===== config.mk =====
export PLATFORM = sky130hd
export DESIGN_NAME = color_gradient_table
export DESIGN_NICKNAME = d
export VERILOG_FILES = /design/src/hw/rtl/cgt_pkg.sv /design/src/hw/rtl/color_gradient_table.sv
export VERILOG_INCLUDE_DIRS = /design/src /design/src/hw/rtl
export SDC_FILE = /design/constraint.sdc
export NUM_CORES = 2
export LEC_CHECK = 0
export ABC_AREA = 1
export BUFFER_PORTS_ARGS = -buffer_cell sky130_fd_sc_hd__buf_2
export CORE_MARGIN = 5
export CORE_UTILIZATION = 64
export CTS_BUF_LIST = sky130_fd_sc_hd__clkbuf_8 sky130_fd_sc_hd__clkbuf_16
export CTS_CLUSTER_DIAMETER = 30
export DETAILED_ROUTE_END_ITERATION = 16
export HOLD_SLACK_MARGIN = 0.08
export PLACE_DENSITY_LB_ADDON = 0.08
export RECOVER_POWER = 100
export SLEW_MARGIN = 20
export SYNTH_ARGS = -nofsm -noshare
export SYNTH_HDL_FRONTEND = slang
export SYNTH_SLANG_ARGS = --single-unit

===== constraint.sdc =====
create_clock -name clk -period 9 [get_ports clk]
set_input_delay 0.45 -clock clk [delete_from_list [all_inputs] [get_ports clk]]
set_output_delay 0.45 -clock clk [all_outputs]
set_load 0.01 [all_outputs]

===== src/hw/rtl/color_gradient_table_assert.svh =====
// Assertion macros shared by the RTL.
`ifndef COLOR_GRADIENT_TABLE_ASSERT_SVH
`define COLOR_GRADIENT_TABLE_ASSERT_SVH

// Condition must hold at every edge outside reset.
`define CGT_ASSERT_ALWAYS(lbl, cond) \
  lbl: assert property (@(posedge clk) disable iff (!rst_n) (cond)) \
    else $error("assertion failed");

// Antecedent implies consequent in the same cycle.
`define CGT_ASSERT_IMP(lbl, ante, cons) \
  lbl: assert property (@(posedge clk) disable iff (!rst_n) (ante) |-> (cons)) \
    else $error("assertion failed");

`endif


===== src/hw/rtl/cgt_pkg.sv =====
package cgt_pkg;

  localparam int ENTRIES_DEF = 10;

  localparam int POS_W   = 17;
  localparam int COLOR_W = 32;
  localparam int ACC_W   = 25;

  localparam logic [POS_W-1:0] POS_ONE = 17'd65536;

  typedef enum logic [1:0] {
    OP_CLEAR  = 2'd0,
    OP_INSERT = 2'd1,
    OP_LOOKUP = 2'd2,
    OP_NONE   = 2'd3
  } op_t;

  typedef enum logic [2:0] {
    ST_LOOKUP_DONE = 3'd0,
    ST_INSERTED    = 3'd1,
    ST_FULL        = 3'd2,
    ST_CLEARED     = 3'd3,
    ST_EMPTY       = 3'd4
  } status_t;

  typedef struct packed {
    logic [POS_W-1:0]   pos;
    logic [COLOR_W-1:0] color;
  } stop_t;

endpackage


===== src/hw/rtl/color_gradient_table.sv =====
// Channel | Handshake              | Payload
// in      | in_valid / in_ready    | in_operation, in_position, in_red/green/blue/alpha_in
// out     | out_valid / out_ready  | out_red/green/blue/alpha, out_status, out_stop_count
//
// One request at a time; in_ready is high only while the sequencer is idle.
// Clear, full insert and empty lookup go straight to the output handshake.
// Insert: scan the stops for the slot, shift the later stops up one place, write the new stop.
// Lookup: scan for the bracketing pair, then 2 multiplies + 8 divide steps per channel.
// rst_n (synchronous) empties the table; stop memory contents are not cleared.
// A result held on out_valid blocks the next request until out_ready.
module color_gradient_table
  import cgt_pkg::*;
#(
  parameter int ENTRIES = ENTRIES_DEF
) (
  input  logic               clk,
  input  logic               rst_n,
  input  logic               in_valid,
  output logic               in_ready,
  input  logic [1:0]         in_operation,
  input  logic signed [17:0] in_position,
  input  logic [7:0]         in_red_in,
  input  logic [7:0]         in_green_in,
  input  logic [7:0]         in_blue_in,
  input  logic [7:0]         in_alpha_in,
  output logic               out_valid,
  input  logic               out_ready,
  output logic [7:0]         out_red,
  output logic [7:0]         out_green,
  output logic [7:0]         out_blue,
  output logic [7:0]         out_alpha,
  output logic [2:0]         out_status,
  output logic [3:0]         out_stop_count
);

  localparam int CW = $clog2(ENTRIES + 1);
  localparam int AW = $clog2(ENTRIES);
  localparam logic [CW-1:0] FULL_CNT = CW'(ENTRIES);

  typedef enum logic [3:0] {
    S_IDLE, S_INS_SCAN_RD, S_INS_SCAN_CMP, S_INS_SHIFT_RD, S_INS_SHIFT_WR, S_INS_WR,
    S_LK_RD0, S_LK_CMP0, S_LK_CMPL, S_LK_SCAN_RD, S_LK_SCAN_CMP,
    S_MUL0, S_MUL1, S_DIV, S_OUT
  } state_t;

  state_t state_r, state_nxt;

  logic signed [17:0]  pos_r, pos_nxt;
  logic [COLOR_W-1:0]  cin_r, cin_nxt;
  logic [CW-1:0]       idx_r, idx_nxt;
  logic [CW-1:0]       slot_r, slot_nxt;
  logic [CW-1:0]       count_r, count_nxt;
  stop_t               lo_r, lo_nxt;
  stop_t               hi_r, hi_nxt;
  logic [POS_W-1:0]    d0_r, d0_nxt, d1_r, d1_nxt, span_r, span_nxt;
  logic [ACC_W-1:0]    acc_r, acc_nxt;
  logic [7:0]          q_r, q_nxt;
  logic [2:0]          bit_r, bit_nxt;
  logic [1:0]          ch_r, ch_nxt;
  logic [COLOR_W-1:0]  res_r, res_nxt;
  status_t             status_r, status_nxt;
  logic                ovalid_r, ovalid_nxt;

  // table memory
  stop_t               mem [ENTRIES];
  stop_t               rdata_r;
  logic [AW-1:0]       raddr;
  logic                we;
  logic [AW-1:0]       waddr;
  stop_t               wdata;

  always_ff @(posedge clk) begin
    if (we) begin
      mem[waddr] <= wdata;
    end
    rdata_r <= mem[raddr];
  end

  logic [CW-1:0]       last;
  logic signed [17:0]  rpos_s;
  logic [7:0]          mul_a;
  logic [POS_W-1:0]    mul_b;
  logic [ACC_W-1:0]    prod;
  logic [ACC_W-1:0]    sub_val;
  logic [7:0]          q_bit;

  assign last    = count_r - 1'b1;
  assign rpos_s  = $signed({1'b0, rdata_r.pos});
  assign prod    = ACC_W'(mul_a) * ACC_W'(mul_b);
  assign sub_val = ACC_W'(span_r) << bit_r;
  assign q_bit   = 8'd1 << bit_r;

  always_comb begin
    state_nxt  = state_r;
    pos_nxt    = pos_r;
    cin_nxt    = cin_r;
    idx_nxt    = idx_r;
    slot_nxt   = slot_r;
    count_nxt  = count_r;
    lo_nxt     = lo_r;
    hi_nxt     = hi_r;
    d0_nxt     = d0_r;
    d1_nxt     = d1_r;
    span_nxt   = span_r;
    acc_nxt    = acc_r;
    q_nxt      = q_r;
    bit_nxt    = bit_r;
    ch_nxt     = ch_r;
    res_nxt    = res_r;
    status_nxt = status_r;
    ovalid_nxt = ovalid_r;
    raddr      = idx_r[AW-1:0];
    we         = 1'b0;
    waddr      = idx_r[AW-1:0];
    wdata      = rdata_r;
    mul_a      = lo_r.color[ch_r*8 +: 8];
    mul_b      = d1_r;

    case (state_r)
      S_IDLE: begin
        if (in_valid) begin
          pos_nxt = in_position;
          cin_nxt = {in_alpha_in, in_blue_in, in_green_in, in_red_in};
          res_nxt = '0;
          idx_nxt = '0;
          case (op_t'(in_operation))
            OP_CLEAR: begin
              count_nxt  = '0;
              status_nxt = ST_CLEARED;
              state_nxt  = S_OUT;
            end
            OP_INSERT: begin
              if (count_r >= FULL_CNT) begin
                status_nxt = ST_FULL;
                state_nxt  = S_OUT;
              end else begin
                // clamp to [0, 1.0]
                if (in_position < 0) begin
                  pos_nxt = '0;
                end else if (in_position > $signed({1'b0, POS_ONE})) begin
                  pos_nxt = $signed({1'b0, POS_ONE});
                end
                state_nxt = S_INS_SCAN_RD;
              end
            end
            OP_LOOKUP: begin
              if (count_r == '0) begin
                status_nxt = ST_EMPTY;
                state_nxt  = S_OUT;
              end else begin
                state_nxt = S_LK_RD0;
              end
            end
            default: state_nxt = S_IDLE; // unused code: drop
          endcase
          if (op_t'(in_operation) != OP_NONE && state_nxt == S_OUT) begin
            ovalid_nxt = 1'b1;
          end
        end
      end

      S_INS_SCAN_RD: begin
        if (idx_r == count_r) begin
          slot_nxt  = count_r;
          idx_nxt   = count_r;
          state_nxt = S_INS_SHIFT_RD;
        end else begin
          state_nxt = S_INS_SCAN_CMP;
        end
      end

      S_INS_SCAN_CMP: begin
        if (pos_r[POS_W-1:0] < rdata_r.pos) begin
          slot_nxt  = idx_r;
          idx_nxt   = count_r;
          state_nxt = S_INS_SHIFT_RD;
        end else begin
          idx_nxt   = idx_r + 1'b1;
          state_nxt = S_INS_SCAN_RD;
        end
      end

      S_INS_SHIFT_RD: begin
        raddr = AW'(idx_r - 1'b1);
        if (idx_r == slot_r) begin
          state_nxt = S_INS_WR;
        end else begin
          state_nxt = S_INS_SHIFT_WR;
        end
      end

      S_INS_SHIFT_WR: begin
        we        = 1'b1;
        idx_nxt   = idx_r - 1'b1;
        state_nxt = S_INS_SHIFT_RD;
      end

      S_INS_WR: begin
        we         = 1'b1;
        waddr      = slot_r[AW-1:0];
        wdata      = '{pos: pos_r[POS_W-1:0], color: cin_r};
        count_nxt  = count_r + 1'b1;
        status_nxt = ST_INSERTED;
        ovalid_nxt = 1'b1;
        state_nxt  = S_OUT;
      end

      S_LK_RD0: begin
        raddr     = '0;
        state_nxt = S_LK_CMP0;
      end

      S_LK_CMP0: begin
        lo_nxt = rdata_r;
        raddr  = last[AW-1:0];
        if (pos_r <= rpos_s) begin
          res_nxt    = rdata_r.color;
          status_nxt = ST_LOOKUP_DONE;
          ovalid_nxt = 1'b1;
          state_nxt  = S_OUT;
        end else begin
          state_nxt = S_LK_CMPL;
        end
      end

      S_LK_CMPL: begin
        if (pos_r >= rpos_s) begin
          res_nxt    = rdata_r.color;
          status_nxt = ST_LOOKUP_DONE;
          ovalid_nxt = 1'b1;
          state_nxt  = S_OUT;
        end else begin
          idx_nxt   = CW'(1);
          state_nxt = S_LK_SCAN_RD;
        end
      end

      S_LK_SCAN_RD: begin
        state_nxt = S_LK_SCAN_CMP;
      end

      S_LK_SCAN_CMP: begin
        if (idx_r < last && pos_r > rpos_s) begin
          lo_nxt    = rdata_r;
          idx_nxt   = idx_r + 1'b1;
          state_nxt = S_LK_SCAN_RD;
        end else begin
          // bracketing pair found: lo_r below, this entry above
          hi_nxt    = rdata_r;
          d1_nxt    = rdata_r.pos - pos_r[POS_W-1:0];
          d0_nxt    = pos_r[POS_W-1:0] - lo_r.pos;
          span_nxt  = rdata_r.pos - lo_r.pos;
          ch_nxt    = '0;
          state_nxt = S_MUL0;
        end
      end

      S_MUL0: begin
        acc_nxt   = prod;
        state_nxt = S_MUL1;
      end

      S_MUL1: begin
        mul_a     = hi_r.color[ch_r*8 +: 8];
        mul_b     = d0_r;
        acc_nxt   = acc_r + prod;
        q_nxt     = '0;
        bit_nxt   = 3'd7;
        state_nxt = S_DIV;
      end

      S_DIV: begin
        if (acc_r >= sub_val) begin
          acc_nxt = acc_r - sub_val;
          q_nxt   = q_r | q_bit;
        end
        bit_nxt = bit_r - 1'b1;
        if (bit_r == 3'd0) begin
          res_nxt[ch_r*8 +: 8] = (acc_r >= sub_val) ? (q_r | q_bit) : q_r;
          ch_nxt = ch_r + 1'b1;
          if (ch_r == 2'd3) begin
            status_nxt = ST_LOOKUP_DONE;
            ovalid_nxt = 1'b1;
            state_nxt  = S_OUT;
          end else begin
            state_nxt = S_MUL0;
          end
        end
      end

      S_OUT: begin
        if (out_ready) begin
          ovalid_nxt = 1'b0;
          state_nxt  = S_IDLE;
        end
      end

      default: state_nxt = S_IDLE;
    endcase
  end

  always_ff @(posedge clk) begin
    if (!rst_n) begin
      state_r  <= S_IDLE;
      count_r  <= '0;
      ovalid_r <= 1'b0;
    end else begin
      state_r  <= state_nxt;
      count_r  <= count_nxt;
      ovalid_r <= ovalid_nxt;
    end
    pos_r    <= pos_nxt;
    cin_r    <= cin_nxt;
    idx_r    <= idx_nxt;
    slot_r   <= slot_nxt;
    lo_r     <= lo_nxt;
    hi_r     <= hi_nxt;
    d0_r     <= d0_nxt;
    d1_r     <= d1_nxt;
    span_r   <= span_nxt;
    acc_r    <= acc_nxt;
    q_r      <= q_nxt;
    bit_r    <= bit_nxt;
    ch_r     <= ch_nxt;
    res_r    <= res_nxt;
    status_r <= status_nxt;
  end

  assign in_ready       = (state_r == S_IDLE);
  assign out_valid      = ovalid_r;
  assign out_red        = res_r[7:0];
  assign out_green      = res_r[15:8];
  assign out_blue       = res_r[23:16];
  assign out_alpha      = res_r[31:24];
  assign out_status     = status_r;
  assign out_stop_count = 4'(count_r);

`include "color_gradient_table_assert.svh"

  `CGT_ASSERT_ALWAYS(a_count_bound, count_r <= FULL_CNT)
  `CGT_ASSERT_IMP(a_one_request, in_ready, !out_valid)
  `CGT_ASSERT_IMP(a_div_span, state_r == S_DIV, span_r != '0)
  `CGT_ASSERT_IMP(a_zero_color, out_valid && out_status != ST_LOOKUP_DONE, res_r == '0)

endmodule

==> results.py <==
metrics = {
    "cts": {
        "clock_path_buffers": 3,
        "cts_buffers": 144,
        "cts.hold.buffers_added": 46,
        "cts_htree_levels": 4,
        "clock-sinks": 811,
        "clk_pin_slew_worst_paths_ps": 40,
        "cts_resized": 0,
        "insertion_delay_ps": 730,
        "cts_setup_buffers": 0,
        "cts-root-buf": "clkbuf_16",
        "cts_tree": "yes",
    },
    "detailed_routing": {
        "routed-via-count": 32900,
        "vias_per_cell": 5.91,
        "postRouteAntennaNets": 0,
        "drc_errors": 0,
        "maxUsedRoutingLayer": "met5",
        "drt_pass1_iterations": 8,
        "wire_per_inst_um": 21.6,
        "first_iter_violations": 3266,
        "wl_met3_um": 9620,
        "wl_met2_um": 57900,
        "drt-met1-wl_um": 47600,
        "routed_wl_um": 120000,
    },
    "setup_path": {
        "cp_common_cell": "nand2_1",
        "crit_slowest_cell": "inv_2",
        "path_buf_inv": 10,
        "critPathCaptureType": "flop",
        "required_ps": 9450,
        "criticalPathCategory": "flop to flop",
        "crit_family": "adder cells",
        "crit_arrival_ps": 8720,
        "r2r_slack_ps": 730,
        "crit_path_start_kind": "flop",
        "critPathMaxStageDelay_ps": 660,
        "crit_fanout": 44,
    },
    "yosys": {
        "syn_area_per_cell_um2": 9.93,
        "netlist_top_cells_area": "edfxtp_1 (52%), nand2_1 (8.8%), inv_1 (5.4%)",
        "synthFlopType": "edfxtp_1",
        "ys_warn_count": 0,
        "netlist_area_um2": 43700,
        "synthArstFlopShare": 0,
        "synthesis.nets": 4742,
        "yosys-top-cells-count": "nand2_1 (1026), edfxtp_1 (753), inv_1 (624), nand3_1 (266), nor2_1 (262)",
        "syn_inst": 4404,
        "synth-seq-cells": 811,
        "post-synth-top-area-cell": "edfxtp_1",
        "synth_top_cell_area_share": 0.517,
        "synth_edf_count": 753,
        "synth.distinct_cells": 50,
        "yosysMostFrequentCell": "nand2_1",
        "ys_seq_area_frac": 0.544,
    },
    "sta": {
        "rsz0062_at_grt": "no",
        "setup_tns_ps": 0,
        "maxSlewViolCount": 1038,
        "fin_skew_ps": 65.4,
        "worstMarginPinSlew_ps": 4190,
        "fmax_mhz": 121,
        "slew_headroom": -1.80,
        "period_minus_slack_ps": 8270,
        "finalHoldViolations": 0,
        "setup_viol": 0,
        "fin_ws_ps": 731,
        "fin_crit_sh": 0.919,
    },
    "job": {
        "maxCapViolCount": 28,
    },
    "placement": {
        "gp_congestion": 0.963,
        "dp_cells": 5261,
        "portBuffers": 96,
        "hpwlAfterDp_um": 77800,
        "place_ws_ps": 919,
    },
    "pwr": {
        "power_frac_seq": 0.273,
        "p_leak_uw": 0.0211,
        "pwr-share-comb": 0.473,
        "power_frac_clock": 0.255,
        "p_switching_uw": 9230,
        "netSwitchingFraction": 0.432,
        "power.total_uw": 21400,
        "powerDensity_nw_per_um2": 425,
        "p_int_uw": 12200,
        "peakVddDrop_mv": 0.439,
    },
    "cells_and_area": {
        "area_growth_pct": 15.1,
        "drive_gt1_frac": 0.0847,
        "multi_input_area_um2": 16900,
        "nets": 4918,
        "layout.cells.non_filler": 5572,
        "fillerInstances": 4718,
        "fin_util": 0.745,
        "ff_latch_area_um2": 23800,
    },
    "grt": {
        "antenna_found_initial": 3,
        "grt_max_degree": 121,
        "grt_overflow": 0,
        "grt_pass1_vias": 32300,
        "grtUsageTotal": 0.325,
        "grt_pass1_wl_um": 184000,
    },
    "floorplan": {
        "rows": 95,
        "fp.dieH_um": 271,
        "start_util": 0.647,
        "core_area_um2": 67500,
        "io_pins": 97,
        "die_x_um": 271,
        "die_area_um2": 73600,
    },
    "status": {
        "violations": "capacitance limit, slew limit",
        "status": "complete, but fails checks",
    },
    "min_path": {
        "min_path_type": "input pin to flop",
    },
}
## registers in the layout, indices dropped and copies added, names as in the netlist, 4 cells and up
name	cells
span_r	17
q_r	8
pos_r	18
mem	490
res_r	32
hi_r	32
slot_r	4
out_stop_count	4
d0_r	17
acc_r	25
lo_r	49
idx_r	4
rdata_r	49
d1_r	17
state_r	4
cin_r	32
## through the flow
step	cell area, um^2	hold slack, ps
floorplan	43700	426
global placement	45100	431
detailed placement	45100	436
CTS	50500	96.7
global route	50300	117
finish	50300	122
## layout make-up
| cell class | count | area share |
|---|---|---|
| inverters | 636 | 0.0475 |
| repair buffers | 195 | 0.0234 |
| clock inverters | 105 | 0.0235 |
| diodes | 1 | 0.0000497 |
| well taps | 873 | 0.0217 |
| clock buffers | 159 | 0.0762 |
| flip-flops and latches | 811 | 0.473 |
| multi-input cells | 2792 | 0.335 |
## layer usage
layer,GRT usage,up-vias
met4,0.130,4
met5,0,-
li1,-,15400
met2,0.543,1447
met3,0.0604,331
met1,0.424,15700
## placed cells by master (no fill, tap or decap), types with 49 or more instances in the layout
cell type / instances
clkbuf_1: 73
nor2_1: 257
clkbuf_16: 146
nand2_1: 1026
nand3_1: 266
ha_1: 187
mux2_2: 49
xor2_1: 50
edfxtp_1: 753
buf_2: 51
o211ai_1: 208
a21oi_1: 180
inv_1: 651
dfxtp_1: 58
o21ai_0: 222
fa_1: 95
## power groups by stage
stage,Combinational [uW],Sequential (uW),Clock (uW)
after floorplan,7260,5590,0
after global placement,9910,5830,0
after detailed placement,9960,5840,0
after CTS,10100,5770,5460
after global routing,11200,5860,5700
final,10100,5830,5440
## final timing paths
kind                        from         to  cells past startpoint
hold reg to reg       rdata_r[5]    lo_r[5]                      0
setup reg to reg      state_r[1]  acc_r[21]                     42
setup / recovery      state_r[1]  acc_r[21]                     42
hold / removal    in_position[4]   pos_r[4]                      3
## tightest hold or removal path: stages
cell    delay, ps
buf_2          90
inv_1          40
nor2_1        100
## kinds of logic after synthesis
family | count (synthesis) | synth area share
compound gates | 712 | 0.100
simple gates | 1663 | 0.157
fa+ha+maj | 282 | 0.0970
flops | 811 | 0.544
xor+xnor | 83 | 0.0166
mux | 52 | 0.0133
buf+inv | 801 | 0.0722
(Power assumes the default switching activity.)
